$ cat src/rtl/adlr_pkg.sv
// Shared types and constants for the audio downmix and linear resampler.
package adlr_pkg;

	localparam int CHANNELS  = 8;
	localparam int SAMPLE_W  = 16;
	localparam int CCOUNT_W  = 4;
	localparam int RATE_W    = 18;
	localparam int PHASE_W   = 20;
	localparam int SUM_W     = 19;
	localparam int PROD_W    = 35;
	localparam int ACC_W     = 36;
	localparam int NUM_W     = 35;
	localparam int DEN_W     = 19;
	localparam int QUO_W     = 17;
	localparam int DIV_STEPS = QUO_W;
	localparam int STEP_W    = 5;
	localparam int EMIT_W    = 6;
	localparam int ADDR_W    = 4;
	localparam int DATA_W    = 32;

	localparam logic [EMIT_W-1:0] RESULT_CAP = 6'd48;
	localparam logic [EMIT_W-1:0] LAST_SLOT  = 6'd47;

	localparam logic [CCOUNT_W-1:0] CCOUNT_MIN = 4'd1;
	localparam logic [CCOUNT_W-1:0] CCOUNT_MAX = 4'd8;
	localparam logic [CCOUNT_W-1:0] CCOUNT_RST = 4'd2;

	localparam logic [RATE_W-1:0] RATE_MIN  = 18'd8000;
	localparam logic [RATE_W-1:0] RATE_MAX  = 18'd192000;
	localparam logic [RATE_W-1:0] IRATE_RST = 18'd48000;
	localparam logic [RATE_W-1:0] ORATE_RST = 18'd16000;

	localparam logic [1:0] REG_CHANNEL_COUNT = 2'd0;
	localparam logic [1:0] REG_INPUT_RATE    = 2'd1;
	localparam logic [1:0] REG_OUTPUT_RATE   = 2'd2;

	typedef struct packed {
		logic signed [SAMPLE_W-1:0] chan0_sample;
		logic signed [SAMPLE_W-1:0] chan1_sample;
		logic signed [SAMPLE_W-1:0] chan2_sample;
		logic signed [SAMPLE_W-1:0] chan3_sample;
		logic signed [SAMPLE_W-1:0] chan4_sample;
		logic signed [SAMPLE_W-1:0] chan5_sample;
		logic signed [SAMPLE_W-1:0] chan6_sample;
		logic signed [SAMPLE_W-1:0] chan7_sample;
		logic                       silent_frame;
		logic                       packet_end;
	} frame_t;

	typedef struct packed {
		logic signed [SAMPLE_W-1:0] mono_sample;
		logic                       packet_last;
	} result_t;

	typedef struct packed {
		logic load;
		logic div_start;
		logic div_interp;
		logic cur_load;
		logic mul;
		logic add;
		logic push;
		logic push_rep;
		logic ph_sub;
		logic pop;
		logic pop_last;
		logic commit;
	} cmd_t;

	typedef struct packed {
		logic       ph_lt_orr;
		logic       rel_old;
		logic       rel_new;
		logic       end_frame;
		logic       silent;
		logic [1:0] qcnt;
		logic       out_free;
		logic       div_done;
	} status_t;

endpackage

$ cat src/rtl/adlr_div.sv
// Shared restoring divider, one quotient bit per cycle, rounded signed result.
module adlr_div (
	input  logic                                 clk,
	input  logic                                 arst_n,
	input  logic                                 start,
	input  logic [adlr_pkg::NUM_W-1:0]           num,
	input  logic [adlr_pkg::DEN_W-1:0]           den,
	input  logic                                 neg,
	output logic                                 done,
	output logic signed [adlr_pkg::SAMPLE_W-1:0] quo
);

	logic [adlr_pkg::NUM_W-1:0]  rem_q;
	logic [adlr_pkg::NUM_W-1:0]  dvs_q;
	logic [adlr_pkg::QUO_W-1:0]  quo_q;
	logic                        neg_q;
	logic [adlr_pkg::STEP_W-1:0] step_q;
	logic                        busy_q;
	logic                        done_q;

	logic                        fits;
	logic [adlr_pkg::NUM_W-1:0]  diff;
	logic [adlr_pkg::QUO_W-1:0]  quo_signed;

	assign fits = rem_q >= dvs_q;
	assign diff = rem_q - dvs_q;

	always_ff @(posedge clk or negedge arst_n) begin
		if (!arst_n) begin
			busy_q <= 1'b0;
			step_q <= '0;
			done_q <= 1'b0;
		end else begin
			done_q <= 1'b0;
			if (start) begin
				busy_q <= 1'b1;
				step_q <= adlr_pkg::STEP_W'(adlr_pkg::DIV_STEPS);
			end else if (busy_q) begin
				step_q <= step_q - 1'b1;
				if (step_q == adlr_pkg::STEP_W'(1)) begin
					busy_q <= 1'b0;
					done_q <= 1'b1;
				end
			end
		end
	end

	always_ff @(posedge clk) begin
		if (start) begin
			rem_q <= num;
			// align divisor with the top quotient bit
			dvs_q <= adlr_pkg::NUM_W'(den) << (adlr_pkg::QUO_W - 1);
			quo_q <= '0;
			neg_q <= neg;
		end else if (busy_q) begin
			if (fits) begin
				rem_q <= diff;
			end
			quo_q <= {quo_q[adlr_pkg::QUO_W-2:0], fits};
			dvs_q <= dvs_q >> 1;
		end
	end

	assign quo_signed = neg_q ? (~quo_q + 1'b1) : quo_q;
	assign quo        = $signed(quo_signed[adlr_pkg::SAMPLE_W-1:0]);
	assign done       = done_q;

endmodule

$ cat src/rtl/adlr_dp.sv
// Datapath: downmix sum, interpolation products, phase, holding queue and result register.
module adlr_dp (
	input  logic                          clk,
	input  logic                          arst_n,
	input  adlr_pkg::cmd_t                cmd,
	output adlr_pkg::status_t             st,
	input  adlr_pkg::frame_t              frame_data,
	input  logic [adlr_pkg::CCOUNT_W-1:0] channel_count,
	input  logic [adlr_pkg::RATE_W-1:0]   input_rate,
	input  logic [adlr_pkg::RATE_W-1:0]   output_rate,
	output logic                          result_valid,
	output adlr_pkg::result_t             result_data,
	input  logic                          result_stall
);

	localparam int PHX_W = adlr_pkg::PHASE_W + 1;

	logic signed [adlr_pkg::SAMPLE_W-1:0] chan [adlr_pkg::CHANNELS];
	logic signed [adlr_pkg::SUM_W-1:0]    frame_sum;

	logic signed [adlr_pkg::SUM_W-1:0]    sum_q;
	logic                                 silent_q;
	logic                                 end_q;
	logic signed [adlr_pkg::SAMPLE_W-1:0] cur_q;
	logic signed [adlr_pkg::SAMPLE_W-1:0] prev_q;
	logic                                 have_prev_q;
	logic [adlr_pkg::PHASE_W-1:0]         phase_q;
	logic [adlr_pkg::PHASE_W-1:0]         ph_q;
	logic signed [adlr_pkg::PROD_W-1:0]   prod_a_s1;
	logic signed [adlr_pkg::PROD_W-1:0]   prod_b_s1;
	logic signed [adlr_pkg::ACC_W-1:0]    acc_s2;
	logic signed [adlr_pkg::SAMPLE_W-1:0] qv0_q;
	logic signed [adlr_pkg::SAMPLE_W-1:0] qv1_q;
	logic [1:0]                           qcnt_q;
	logic [adlr_pkg::EMIT_W-1:0]          emit_cnt_q;
	logic                                 result_valid_q;
	adlr_pkg::result_t                    result_q;

	logic [adlr_pkg::SUM_W-1:0]           sum_mag;
	logic [adlr_pkg::ACC_W-1:0]           acc_mag;
	logic [adlr_pkg::NUM_W-1:0]           div_num;
	logic [adlr_pkg::DEN_W-1:0]           div_den;
	logic                                 div_neg;
	logic                                 div_done;
	logic signed [adlr_pkg::SAMPLE_W-1:0] div_quo;
	logic [adlr_pkg::RATE_W-1:0]          ph_gap;
	logic signed [adlr_pkg::PROD_W-1:0]   mul_a;
	logic signed [adlr_pkg::PROD_W-1:0]   mul_b;
	logic [PHX_W-1:0]                     ph_plus_ir;
	logic [PHX_W-1:0]                     orr_plus_ir;
	logic [adlr_pkg::PHASE_W-1:0]         orr_w;
	logic signed [adlr_pkg::SAMPLE_W-1:0] item;
	logic                                 emit_req;
	logic                                 emit_ok;
	logic                                 emit_flag;

	assign chan[0] = frame_data.chan0_sample;
	assign chan[1] = frame_data.chan1_sample;
	assign chan[2] = frame_data.chan2_sample;
	assign chan[3] = frame_data.chan3_sample;
	assign chan[4] = frame_data.chan4_sample;
	assign chan[5] = frame_data.chan5_sample;
	assign chan[6] = frame_data.chan6_sample;
	assign chan[7] = frame_data.chan7_sample;

	always_comb begin
		frame_sum = '0;
		for (int i = 0; i < adlr_pkg::CHANNELS; i++) begin
			if (adlr_pkg::CCOUNT_W'(i) < channel_count) begin
				frame_sum = frame_sum + adlr_pkg::SUM_W'(chan[i]);
			end
		end
	end

	// rounding divide: (2|n| + d) / (2d), sign applied afterward
	assign sum_mag = sum_q[adlr_pkg::SUM_W-1] ? (~sum_q + 1'b1) : sum_q;
	assign acc_mag = acc_s2[adlr_pkg::ACC_W-1] ? (~acc_s2 + 1'b1) : acc_s2;

	always_comb begin
		if (cmd.div_interp) begin
			div_num = {acc_mag[adlr_pkg::NUM_W-2:0], 1'b0} + adlr_pkg::NUM_W'(output_rate);
			div_den = {output_rate, 1'b0};
			div_neg = acc_s2[adlr_pkg::ACC_W-1];
		end else begin
			div_num = adlr_pkg::NUM_W'({sum_mag, 1'b0}) + adlr_pkg::NUM_W'(channel_count);
			div_den = adlr_pkg::DEN_W'({channel_count, 1'b0});
			div_neg = sum_q[adlr_pkg::SUM_W-1];
		end
	end

	adlr_div u_div (
		.clk    (clk),
		.arst_n (arst_n),
		.start  (cmd.div_start),
		.num    (div_num),
		.den    (div_den),
		.neg    (div_neg),
		.done   (div_done),
		.quo    (div_quo)
	);

	// phase is below output_rate whenever the products are formed
	assign ph_gap = output_rate - ph_q[adlr_pkg::RATE_W-1:0];
	assign mul_a  = prev_q * $signed({1'b0, ph_gap});
	assign mul_b  = cur_q * $signed({1'b0, ph_q[adlr_pkg::RATE_W-1:0]});

	assign orr_w       = adlr_pkg::PHASE_W'(output_rate);
	assign ph_plus_ir  = PHX_W'(ph_q) + PHX_W'(input_rate);
	assign orr_plus_ir = PHX_W'(output_rate) + PHX_W'(input_rate);

	assign item = cmd.push_rep ? cur_q : div_quo;

	assign emit_req  = (cmd.push && (qcnt_q == 2'd2)) || cmd.pop;
	assign emit_ok   = emit_req && (emit_cnt_q < adlr_pkg::RESULT_CAP);
	assign emit_flag = end_q && ((emit_cnt_q == adlr_pkg::LAST_SLOT) || (cmd.pop && cmd.pop_last));

	always_ff @(posedge clk or negedge arst_n) begin
		if (!arst_n) begin
			have_prev_q    <= 1'b0;
			phase_q        <= '0;
			prev_q         <= '0;
			qcnt_q         <= '0;
			emit_cnt_q     <= '0;
			result_valid_q <= 1'b0;
		end else begin
			if (emit_ok) begin
				result_valid_q <= 1'b1;
			end else if (!result_stall) begin
				result_valid_q <= 1'b0;
			end

			if (cmd.load) begin
				emit_cnt_q <= '0;
			end else if (emit_ok) begin
				emit_cnt_q <= emit_cnt_q + 1'b1;
			end

			if (cmd.push) begin
				case (qcnt_q)
					2'd0: qcnt_q <= 2'd1;
					2'd1: qcnt_q <= 2'd2;
					default: qcnt_q <= 2'd2;
				endcase
			end else if (cmd.pop) begin
				qcnt_q <= qcnt_q - 1'b1;
			end else if (cmd.commit && end_q) begin
				qcnt_q <= '0;
			end

			if (cmd.commit) begin
				prev_q      <= cur_q;
				have_prev_q <= !end_q;
				phase_q     <= end_q ? '0 : ph_q;
			end
		end
	end

	always_ff @(posedge clk) begin
		if (cmd.load) begin
			sum_q    <= frame_sum;
			silent_q <= frame_data.silent_frame;
			end_q    <= frame_data.packet_end;
			cur_q    <= '0;
			ph_q     <= have_prev_q ? phase_q : orr_w;
		end else begin
			if (cmd.cur_load) begin
				cur_q <= div_quo;
			end
			if (cmd.push) begin
				ph_q <= ph_plus_ir[adlr_pkg::PHASE_W-1:0];
			end else if (cmd.ph_sub) begin
				ph_q <= ph_q - orr_w;
			end
		end

		if (cmd.mul) begin
			prod_a_s1 <= mul_a;
			prod_b_s1 <= mul_b;
		end
		if (cmd.add) begin
			acc_s2 <= adlr_pkg::ACC_W'(prod_a_s1) + adlr_pkg::ACC_W'(prod_b_s1);
		end

		// full queue: oldest leaves as the new one enters
		if (cmd.push) begin
			case (qcnt_q)
				2'd0: qv0_q <= item;
				2'd1: qv1_q <= item;
				default: begin
					qv0_q <= qv1_q;
					qv1_q <= item;
				end
			endcase
		end else if (cmd.pop) begin
			qv0_q <= qv1_q;
		end

		if (emit_ok) begin
			result_q.mono_sample <= qv0_q;
			result_q.packet_last <= emit_flag;
		end
	end

	always_comb begin
		st.ph_lt_orr = ph_q < orr_w;
		st.rel_old   = end_q ? (PHX_W'(ph_q) <= orr_plus_ir) : (ph_q <= orr_w);
		st.rel_new   = end_q ? (ph_q <= orr_w) : (ph_plus_ir <= PHX_W'(output_rate));
		st.end_frame = end_q;
		st.silent    = silent_q;
		st.qcnt      = qcnt_q;
		st.out_free  = !result_valid_q || !result_stall;
		st.div_done  = div_done;
	end

	assign result_valid = result_valid_q;
	assign result_data  = result_q;

endmodule

$ cat src/rtl/adlr_ctrl.sv
// Controller: sequences downmix, interpolation, repeat and release for one frame.
module adlr_ctrl (
	input  logic              clk,
	input  logic              arst_n,
	input  logic              frame_valid,
	output logic              frame_stall,
	input  adlr_pkg::status_t st,
	output adlr_pkg::cmd_t    cmd
);

	localparam logic [3:0] S_IDLE    = 4'd0;
	localparam logic [3:0] S_DMX     = 4'd1;
	localparam logic [3:0] S_DWAIT   = 4'd2;
	localparam logic [3:0] S_ICHK    = 4'd3;
	localparam logic [3:0] S_MUL     = 4'd4;
	localparam logic [3:0] S_ADD     = 4'd5;
	localparam logic [3:0] S_IDIV    = 4'd6;
	localparam logic [3:0] S_IWAIT   = 4'd7;
	localparam logic [3:0] S_PUSH    = 4'd8;
	localparam logic [3:0] S_RCHK    = 4'd9;
	localparam logic [3:0] S_FIN_OLD = 4'd10;
	localparam logic [3:0] S_FIN_NEW = 4'd11;
	localparam logic [3:0] S_COMMIT  = 4'd12;

	logic [3:0] state_q;
	logic [3:0] state_d;
	logic       rep_q;
	logic       rep_d;

	always_ff @(posedge clk or negedge arst_n) begin
		if (!arst_n) begin
			state_q <= S_IDLE;
			rep_q   <= 1'b0;
		end else begin
			state_q <= state_d;
			rep_q   <= rep_d;
		end
	end

	always_comb begin
		cmd     = '0;
		state_d = state_q;
		rep_d   = rep_q;
		case (state_q)
			S_IDLE: begin
				if (frame_valid) begin
					cmd.load = 1'b1;
					rep_d    = 1'b0;
					state_d  = S_DMX;
				end
			end
			S_DMX: begin
				if (st.silent) begin
					state_d = S_ICHK;
				end else begin
					cmd.div_start = 1'b1;
					state_d       = S_DWAIT;
				end
			end
			S_DWAIT: begin
				if (st.div_done) begin
					cmd.cur_load = 1'b1;
					state_d      = S_ICHK;
				end
			end
			S_ICHK: begin
				if (st.ph_lt_orr) begin
					state_d = S_MUL;
				end else begin
					// rebase phase onto the new frame
					cmd.ph_sub = 1'b1;
					if (st.end_frame) begin
						rep_d   = 1'b1;
						state_d = S_RCHK;
					end else begin
						state_d = S_FIN_OLD;
					end
				end
			end
			S_MUL: begin
				cmd.mul = 1'b1;
				state_d = S_ADD;
			end
			S_ADD: begin
				cmd.add = 1'b1;
				state_d = S_IDIV;
			end
			S_IDIV: begin
				cmd.div_start  = 1'b1;
				cmd.div_interp = 1'b1;
				state_d        = S_IWAIT;
			end
			S_IWAIT: begin
				if (st.div_done) begin
					state_d = S_PUSH;
				end
			end
			S_PUSH: begin
				if (st.out_free) begin
					cmd.push     = 1'b1;
					cmd.push_rep = rep_q;
					state_d      = rep_q ? S_RCHK : S_ICHK;
				end
			end
			S_RCHK: begin
				state_d = st.ph_lt_orr ? S_PUSH : S_FIN_OLD;
			end
			S_FIN_OLD: begin
				if (st.qcnt == 2'd2) begin
					if (st.rel_old) begin
						if (st.out_free) begin
							cmd.pop      = 1'b1;
							cmd.pop_last = !st.rel_new;
							state_d      = S_FIN_NEW;
						end
					end else begin
						state_d = S_COMMIT;
					end
				end else begin
					state_d = S_FIN_NEW;
				end
			end
			S_FIN_NEW: begin
				if ((st.qcnt == 2'd1) && st.rel_new) begin
					if (st.out_free) begin
						cmd.pop      = 1'b1;
						cmd.pop_last = 1'b1;
						state_d      = S_COMMIT;
					end
				end else begin
					state_d = S_COMMIT;
				end
			end
			S_COMMIT: begin
				cmd.commit = 1'b1;
				state_d    = S_IDLE;
			end
			default: begin
				state_d = S_IDLE;
			end
		endcase
	end

	assign frame_stall = state_q != S_IDLE;

endmodule

$ cat src/rtl/audio_downmix_linear_resampler_core.sv
// Top level: configuration registers, controller and datapath of the downmix resampler.
//
// Each accepted frame is averaged to mono over the first channel_count channels
// (rounded to nearest, ties away from zero) and the packet's mono stream is
// resampled by linear interpolation, with output positions tracked exactly by a
// phase scaled by output_rate; positions past a packet's last frame repeat it.
// Up to two computed outputs are held back until it is known whether they
// exist and which one ends the packet, so packet_last is exact. One frame is
// processed at a time: a divide for the downmix (skipped when silent), then per
// interpolated output a multiply, an add, a divide and a push, one push per
// repeated output, and a finish that releases held outputs and commits; pushes
// and releases wait while the result side stalls. The shared divider resolves
// one quotient bit per cycle over 17 steps. Configuration registers sit at byte
// offsets 0x0 (channel_count), 0x4 (input_rate) and 0x8 (output_rate); written
// values clamp to their legal range.
module audio_downmix_linear_resampler_core (
	input  logic                          clk,
	input  logic                          arst_n,
	input  logic                          frame_valid,
	output logic                          frame_stall,
	input  adlr_pkg::frame_t              frame_data,
	output logic                          result_valid,
	input  logic                          result_stall,
	output adlr_pkg::result_t             result_data,
	input  logic                          psel,
	input  logic                          penable,
	input  logic                          pwrite,
	input  logic [adlr_pkg::ADDR_W-1:0]   paddr,
	input  logic [adlr_pkg::DATA_W-1:0]   pwdata,
	output logic [adlr_pkg::DATA_W-1:0]   prdata,
	output logic                          pready
);

	logic [adlr_pkg::CCOUNT_W-1:0] ccount_q;
	logic [adlr_pkg::RATE_W-1:0]   irate_q;
	logic [adlr_pkg::RATE_W-1:0]   orate_q;

	logic                          wr_en;
	logic [1:0]                    reg_idx;
	logic [adlr_pkg::CCOUNT_W-1:0] wr_cc;
	logic [adlr_pkg::CCOUNT_W-1:0] sat_cc;
	logic [adlr_pkg::RATE_W-1:0]   wr_rate;
	logic [adlr_pkg::RATE_W-1:0]   sat_rate;

	adlr_pkg::cmd_t    cmd;
	adlr_pkg::status_t st;

	assign pready  = 1'b1;
	assign wr_en   = psel && penable && pwrite;
	assign reg_idx = paddr[3:2];
	assign wr_cc   = pwdata[adlr_pkg::CCOUNT_W-1:0];
	assign wr_rate = pwdata[adlr_pkg::RATE_W-1:0];

	// clamp written values into range
	always_comb begin
		if (wr_cc < adlr_pkg::CCOUNT_MIN) begin
			sat_cc = adlr_pkg::CCOUNT_MIN;
		end else if (wr_cc > adlr_pkg::CCOUNT_MAX) begin
			sat_cc = adlr_pkg::CCOUNT_MAX;
		end else begin
			sat_cc = wr_cc;
		end
		if (wr_rate < adlr_pkg::RATE_MIN) begin
			sat_rate = adlr_pkg::RATE_MIN;
		end else if (wr_rate > adlr_pkg::RATE_MAX) begin
			sat_rate = adlr_pkg::RATE_MAX;
		end else begin
			sat_rate = wr_rate;
		end
	end

	always_ff @(posedge clk or negedge arst_n) begin
		if (!arst_n) begin
			ccount_q <= adlr_pkg::CCOUNT_RST;
			irate_q  <= adlr_pkg::IRATE_RST;
			orate_q  <= adlr_pkg::ORATE_RST;
		end else if (wr_en) begin
			case (reg_idx)
				adlr_pkg::REG_CHANNEL_COUNT: ccount_q <= sat_cc;
				adlr_pkg::REG_INPUT_RATE:    irate_q  <= sat_rate;
				adlr_pkg::REG_OUTPUT_RATE:   orate_q  <= sat_rate;
				default: ;
			endcase
		end
	end

	always_comb begin
		case (reg_idx)
			adlr_pkg::REG_CHANNEL_COUNT: prdata = adlr_pkg::DATA_W'(ccount_q);
			adlr_pkg::REG_INPUT_RATE:    prdata = adlr_pkg::DATA_W'(irate_q);
			adlr_pkg::REG_OUTPUT_RATE:   prdata = adlr_pkg::DATA_W'(orate_q);
			default:                     prdata = '0;
		endcase
	end

	adlr_ctrl u_ctrl (
		.clk         (clk),
		.arst_n      (arst_n),
		.frame_valid (frame_valid),
		.frame_stall (frame_stall),
		.st          (st),
		.cmd         (cmd)
	);

	adlr_dp u_dp (
		.clk           (clk),
		.arst_n        (arst_n),
		.cmd           (cmd),
		.st            (st),
		.frame_data    (frame_data),
		.channel_count (ccount_q),
		.input_rate    (irate_q),
		.output_rate   (orate_q),
		.result_valid  (result_valid),
		.result_data   (result_data),
		.result_stall  (result_stall)
	);

endmodule
$ cat config.mk
export PLATFORM = sky130hd
export DESIGN_NAME = audio_downmix_linear_resampler_core
export DESIGN_NICKNAME = d
export VERILOG_FILES = /design/src/rtl/adlr_pkg.sv /design/src/rtl/adlr_div.sv /design/src/rtl/adlr_dp.sv /design/src/rtl/adlr_ctrl.sv /design/src/rtl/audio_downmix_linear_resampler_core.sv
export SDC_FILE = /design/constraint.sdc
export NUM_CORES = 2
export LEC_CHECK = 0
export BUFFER_PORTS_ARGS = -buffer_cell sky130_fd_sc_hd__buf_4
export CAP_MARGIN = 20
export CORE_MARGIN = 5
export CORE_UTILIZATION = 30
export CTS_BUF_LIST = sky130_fd_sc_hd__clkbuf_4 sky130_fd_sc_hd__clkbuf_8 sky130_fd_sc_hd__clkbuf_16
export CTS_CLUSTER_DIAMETER = 80
export CTS_CLUSTER_SIZE = 30
export DETAILED_ROUTE_END_ITERATION = 8
export PLACE_DENSITY = 0.48
export SLEW_MARGIN = 25
export SYNTH_ARGS = -nofsm -noshare
export SYNTH_HDL_FRONTEND = slang
export SYNTH_SLANG_ARGS = --single-unit
$ cat constraint.sdc
create_clock -name clk -period 14.65 [get_ports clk]
set_input_delay 2.93 -clock clk [delete_from_list [all_inputs] [get_ports clk]]
set_output_delay 2.93 -clock clk [all_outputs]
set_load 0.005 [all_outputs]
# Word level (Yosys, flattened, before mapping)
# Index checks and enable logic that the tools add are counted.
[classes]
n_addsub = 21
n_mul = 2
n_div = 0
magnitude_cmp = 18
n_eq_ne = 28
n_shift = 0
mux = 90
n_bitwise = 4
reduce_logical = 34
[ops]
columns = ["cell", "count"]
rows = [
  ["2-to-1 mux 35 bit", 6],
  ["2-to-1 mux 19 bit", 10],
  ["adder 19 x 16 -> 19 bit", 7],
  ["2-to-1 mux 20 bit", 5],
  ["multiplier 16 x 19 -> 35 bit", 2],
  ["2-to-1 mux 16 bit", 4],
  ["one-hot mux 18 bit (3 select lines)", 1],
  ["2-to-1 mux 4 bit", 13],
  ["one-hot mux 4 bit (12 select lines)", 1],
  ["adder 35 x 35 -> 36 bit", 1],
  ["2-to-1 mux 18 bit", 2],
  ["adder 35 x 18 -> 35 bit", 1],
  [">= comparator 35 bit", 1],
  ["subtractor 35 bit", 1],
  ["adder 34 x 1 -> 34 bit, second input constant", 1],
  ["2-to-1 mux 34 bit", 1],
  ["NOT 34 bit", 1],
  ["one-hot mux 16 bit (2 select lines)", 1],
  ["2-to-1 mux 1 bit", 26],
  ["2-to-1 mux 2 bit", 13],
  ["adder 20 x 18 -> 21 bit", 1],
  ["adder 20 x 4 -> 21 bit", 1],
  ["less-or-equal comparator 20 x 21 -> 1 bit", 1],
  ["less-or-equal comparator 21 x 18 -> 1 bit", 1],
  ["other kinds (48)", 95],
]
[word_totals]
reg_bits = 397
latch_bits = 0
mem_bits_rw = 0
romBits = 0
input_bits = 173
output_inout_bits = 52
memories = 0

# Depth between registers and ports, before layout
[logic_depth]
word_depth = 16
ltp_mapped = 64

# Modules after synthesis
# From an unflattened synthesis, not the netlist that was laid out.
[hier_totals]
hier_cells = 6097
area_unflattened_um2 = 53960.5
[modules_own_cells]
columns = ["mod", "instances", "cells_each", "area_per_inst_um2", "seq_area_each_um2"]
rows = [
  ["adlr_dp", 1, 5104, 45105.8, 7327.0],
  ["adlr_div", 1, 694, 6202.2, 2467.4],
  ["audio_downmix_linear_resampler_core", 1, 228, 2100.8, 1018.5],
  ["adlr_ctrl", 1, 71, 551.8, 125.1],
]

# Least setup slack after synthesis
# Ideal clock, no wire load.
[synth_path]
path_type = "input port to flip-flop"
start = "input frame_data[114] (netlist name)"
end = "register u_dp.sum_q[18] (netlist name) (data pin)"
setup_ns = 0.268
arrival_ns = 12.289
setup_slack_ns = 2.093
path_stages = 54
path_cell_list = "and2_1 -> ha_1 -> ha_1 -> a21o_1 -> a21oi_1 -> nor2_1 -> o21bai_1 -> xor2_1 -> nor2_1 -> xnor2_1 -> ha_1 -> o21a_1 -> o31ai_1 -> a21boi_0 -> nand2_1 -> o21ai_0 -> a221o_1 -> ha_1 -> [18 not listed] -> a31oi_1 -> xnor2_1 -> a21oi_1 -> nand3_1 -> ha_1 -> or3_1 -> o41ai_1 -> o21a_1 -> xnor2_1 -> o21ai_0 -> a21oi_1 -> ha_1 -> nand3_1 -> nand4b_1 -> a21o_1 -> a21oi_1 -> mux2i_1 -> xnor3_1"
[synth_between]
elab_chain_cells = 15
[synth_lines]
columns = ["item", "line_no", "rtl"]
rows = [
  ["start, declared", "audio_downmix_linear_resampler_core.sv:21", "input adlr_pkg::frame_t frame_data,"],
  ["2-to-1 mux 19 bit (*)", "adlr_dp.sv:69", "if (adlr_pkg::CCOUNT_W'(i) < channel_count) begin"],
  ["adder 19 x 16 -> 19 bit", "adlr_dp.sv:70", "frame_sum = frame_sum + adlr_pkg::SUM_W'(chan[i]);"],
  ["2-to-1 mux 19 bit (*)", "adlr_dp.sv:69", ""],
  ["adder 19 x 16 -> 19 bit", "adlr_dp.sv:70", ""],
  ["2-to-1 mux 19 bit (*)", "adlr_dp.sv:69", ""],
  ["adder 19 x 16 -> 19 bit", "adlr_dp.sv:70", ""],
  ["2-to-1 mux 19 bit (*)", "adlr_dp.sv:69", ""],
  ["adder 19 x 16 -> 19 bit", "adlr_dp.sv:70", ""],
  ["2-to-1 mux 19 bit (*)", "adlr_dp.sv:69", ""],
  ["adder 19 x 16 -> 19 bit", "adlr_dp.sv:70", ""],
  ["2-to-1 mux 19 bit (*)", "adlr_dp.sv:69", ""],
  ["adder 19 x 16 -> 19 bit", "adlr_dp.sv:70", ""],
  ["2-to-1 mux 19 bit (*)", "adlr_dp.sv:69", ""],
  ["adder 19 x 16 -> 19 bit", "adlr_dp.sv:70", ""],
  ["2-to-1 mux 19 bit (*)", "adlr_dp.sv:69", ""],
  ["via u_dp.frame_sum, one bit", "adlr_dp.sv:19", "logic signed [adlr_pkg::SUM_W-1:0] frame_sum;"],
  ["end signal, assigned", "adlr_dp.sv:160", "sum_q <= frame_sum;"],
  ["end, declared", "adlr_dp.sv:21", "logic signed [adlr_pkg::SUM_W-1:0] sum_q;"],
]
# The timed path passes the listed nets; every way through them passes the cells marked *.
# A chain may end at the register's enable or synchronous reset.

# Worst setup path in the final report
# Same ends and word-level chain as after synthesis.

==> metrics.md <==
| Metric | Value |
|---|---|
| Worst EP arrival | 13950 ps |
| Fmax | 0.07345 GHz |
| Final Skew | 51.56 ps |
| Fin. max-slew vios | 0 |
| TritonCTS buffer count | 26 |
| Slew headroom | 0.2504 |
| Commonest cells in the netlist | inv_1 (712), nand2_1 (697), ha_1 (589) |
| Pre-CTS setup slack | 495.3 ps |
| Most frequent cell after synthesis | inv_1 |
| Mapped Cells | 5934 |
| DIE AREA | 0.1828 mm2 |
| Antenna Nets Post-Route | 0 |
| Antenna violations before repair | 7 |
| Synth Area in XOR/XNOR | 0.06668 |
| Worst Path Max Fanout | 6 |
| Nets@finish | 7246 |
| Final Routed Wirelength | 163.5 mm |
| Global-route wire length before repair | 254.1 mm |
| Complex-gate fraction of the synthesized area | 0.1473 |
| Clock sink total | 396 |
| Min Tclk post-route | 13610 ps |
| Clock root buffer | clkbuf_16 |
| Post-CTS sizing | 0 |
| Via Count | 42061 |
| Synthesized flop and latch total | 396 |
| Routed wire length per instance | 19.52 um |
| Post-synthesis mux area share | 0.02495 |
| Period Utilization, post-route | 0.9293 |
| Placement row count | 153 |
| I/O Buffers | 193 |
| Routability cong. | 0.9001 |
| Max incr delay on CP | 560 ps |
| Mean Syn Cell Area | 8.813 um2 |
| Largest net degree at the start of global routing | 61 |
| I/O pins | 225 |
| Drt pass-1 iters | 6 |
| Crit end category | flip-flop |
| Syn. warnings | 0 |
| Final Power | 8528 uW |
| Vias in the first global route | 42456 |
| Hold_buf cts | 0 |
| Mapped cell area | 0.05230 mm2 |
| VDD IR-drop max | 0.2049 mV |
| Final WS setup | 1036 ps |
| Dominant synthesized flop cell | edfxtp_1 |
| Cell mode on critical path | ha_1 |
| RSZ-0062 raised after global routing | no |
| Filler Cell Count | 18122 |
| Final HPWL DP | 131.0 mm |
| Final setup TNS | 0 ps |
| Final Hold Fails | 0 |
| Synth top area cells | fa_1 (18%), edfxtp_1 (14%), ha_1 (14%), inv_1 (5.1%), nand2_1 (5.0%) |
| PD cells | 148.1 mW/mm2 |
| Clock Path Buffers | 3 |
| Data required time of the worst path | 14990 ps |
| Core area | 0.1736 mm2 |
| Pleak | 0.02605 uW |
| EDFF count, synth | 250 |
| Hold/Removal Path Class | reg2reg |
| Synth cell types | 90 |
| Crit Path Category | in2reg |
| Post-synth top area share | 0.1753 |
| Share of layout cells above drive strength 1 | 0.07873 |
| Starting Density | 0.3012 |
| # setup viols final | 0 |
| Chip Height | 427.5 um |
| Synthesized-area fraction occupied by adder cells | 0.3165 |
| Post-CTS Setup Bufs | 0 |
| Ys async rst share | 0.2475 |
| Largest area contributor in the synthesized netlist | fa_1 |
| Fin Hold WS | 428.1 ps |
| Largest family of logic cells by synthesized area | adder cells |
| Simple-gate share of the synthesized area | 0.1654 |
| Drt drc | 0 |
| Register area share after synthesis | 0.2092 |
| TritonCTS clock tree | built |
| Max-Cap Viols | 0 |
| Result of the run | completed |
| Critical Path Source Type | input port |
| Starting DRT DRC Count | 2539 |
| Reg clk slew, reported paths | 100 ps |
| Gr usage total | 0.1771 |
| Slowest CP cell | o41ai_1 |
| R2r setup slk | 2020 ps |
| DR vias/cell | 5.022 |
| Least-Margin Pin Slew | 1124 ps |
| Die X | 427.5 um |
| Area Growth Syn to Fin | 10.10% |
| Worst skew pair latency | 640 ps |
| GR Overflow Total | 0 |
| CTS H-tree depth | 1 |
==> cell usage in the layout (no fill, tap or decap), types with 23 or more instances in the layout <==
cell type and instances:
inv_1 711, nand2_1 696, ha_1 589, fa_1 458
nor2_1 346, a21oi_1 310, buf_4 288, o21ai_0 258
and2_1 250, edfxtp_1 250, xnor2_1 247, xor2_1 146
a21o_1 127, nor3_1 91, nand3_1 85, dfrtp_1 83
nand2b_1 74, nor2b_1 66, o31ai_1 65, mux2_2 63
mux2i_1 58, a211oi_1 57, o21a_1 56, dfxtp_1 47
o22ai_1 45, o21bai_1 43, or3_1 41, a31oi_1 40
nand4_1 36, and3_1 30, clkbuf_16 28, or2_2 27
o211ai_1 23
==> layer usage <==
metal	vias to the layer above	global-route usage	wire [um]
li1	20284	-	-
met1	20810	0.2476	76790
met2	839	0.3042	77570
met3	128	0.01137	6052
met4	0	0.03318	3045
met5	-	0	0
==> worst paths after layout <==
check | startpoint | to | cells past startpoint
worst min-delay path | u_dp.qv0_q[9] | u_dp.result_data[10] | 0
worst min register to register | u_dp.qv0_q[9] | u_dp.result_data[10] | 0
worst max-delay path | frame_data[114] | u_dp.sum_q[18] | 55
min in group asynchronous | arst_n | u_dp.phase_q[18] | 1
max in group asynchronous | arst_n | u_dp.prev_q[3] | 2
worst max register to register | ccount_q[1] | u_dp.sum_q[18] | 55
==> cell type report <==
cell class / count / area (um2) / share of cell area
multi-input cells: 4598 / 37810 / 0.6566
repair buffers: 291 / 2220 / 0.03855
well taps: 2325 / 2909 / 0.05052
diodes: 4 / 10.01 / 0.0001738
clock inverters: 19 / 310.3 / 0.005389
flip-flops and latches: 396 / 10940 / 0.1900
inverters: 713 / 2676 / 0.04648
clock buffers: 29 / 708.2 / 0.01230
==> power by group <==
part | switching, uW | internal [uW] | total [uW]
Combinational | 3620 | 2670 | 6290
Sequential | 60.5 | 1280 | 1340
Clock | 486 | 412 | 898
Total | 4160 | 4360 | 8530
==> stage by stage <==
step	utilization	std cells	cell area [um2]
2_1_floorplan	-	5947	52340
3_3_place_gp	0.3253	8320	56480
3_5_place_dp	0.3254	8321	56500
4_1_cts	0.3313	8369	57520
5_1_grt	0.3316	8373	57570
6_report	0.3316	8375	57580
==> flip-flops by register name, summed over array words and instances (netlist names), 5 cells and up <==
register and flops:
irate_q 18, orate_q 18, u_dp.acc_s2 35, u_dp.cur_q 16, u_dp.emit_cnt_q 6, u_dp.ph_q 20
u_dp.phase_q 20, u_dp.prev_q 16, u_dp.prod_a_s1 35, u_dp.prod_b_s1 35, u_dp.qv0_q 16, u_dp.qv1_q 16
u_dp.result_data 17, u_dp.sum_q 19, u_dp.u_div.dvs_q 35, u_dp.u_div.quo_q 16, u_dp.u_div.rem_q 35, u_dp.u_div.step_q 5
==> logic make-up (layout without fill, tap and decap cells) <==
group,Yosys count,count (layout)
XOR/XNOR,395,395
multiplexers,122,122
AO/OA/AOI/OAI,1198,1198
AND/OR/NAND/NOR,1820,1820
flip-flops,396,396
adder cells (fa/ha/maj),1048,1048
buffers and inverters,953,1052
other,2,19
==> critical path, delay by kind of cell <==
kind	cells	cell delay (ps)
AO/OA/AOI/OAI	24	5090
adder cells (fa/ha/maj)	8	2280
AND/OR/NAND/NOR	15	2160
XOR/XNOR	6	1150
multiplexers	1	210
buffers and inverters	1	120
No activity file was read; power rests on OpenSTA's default activity.
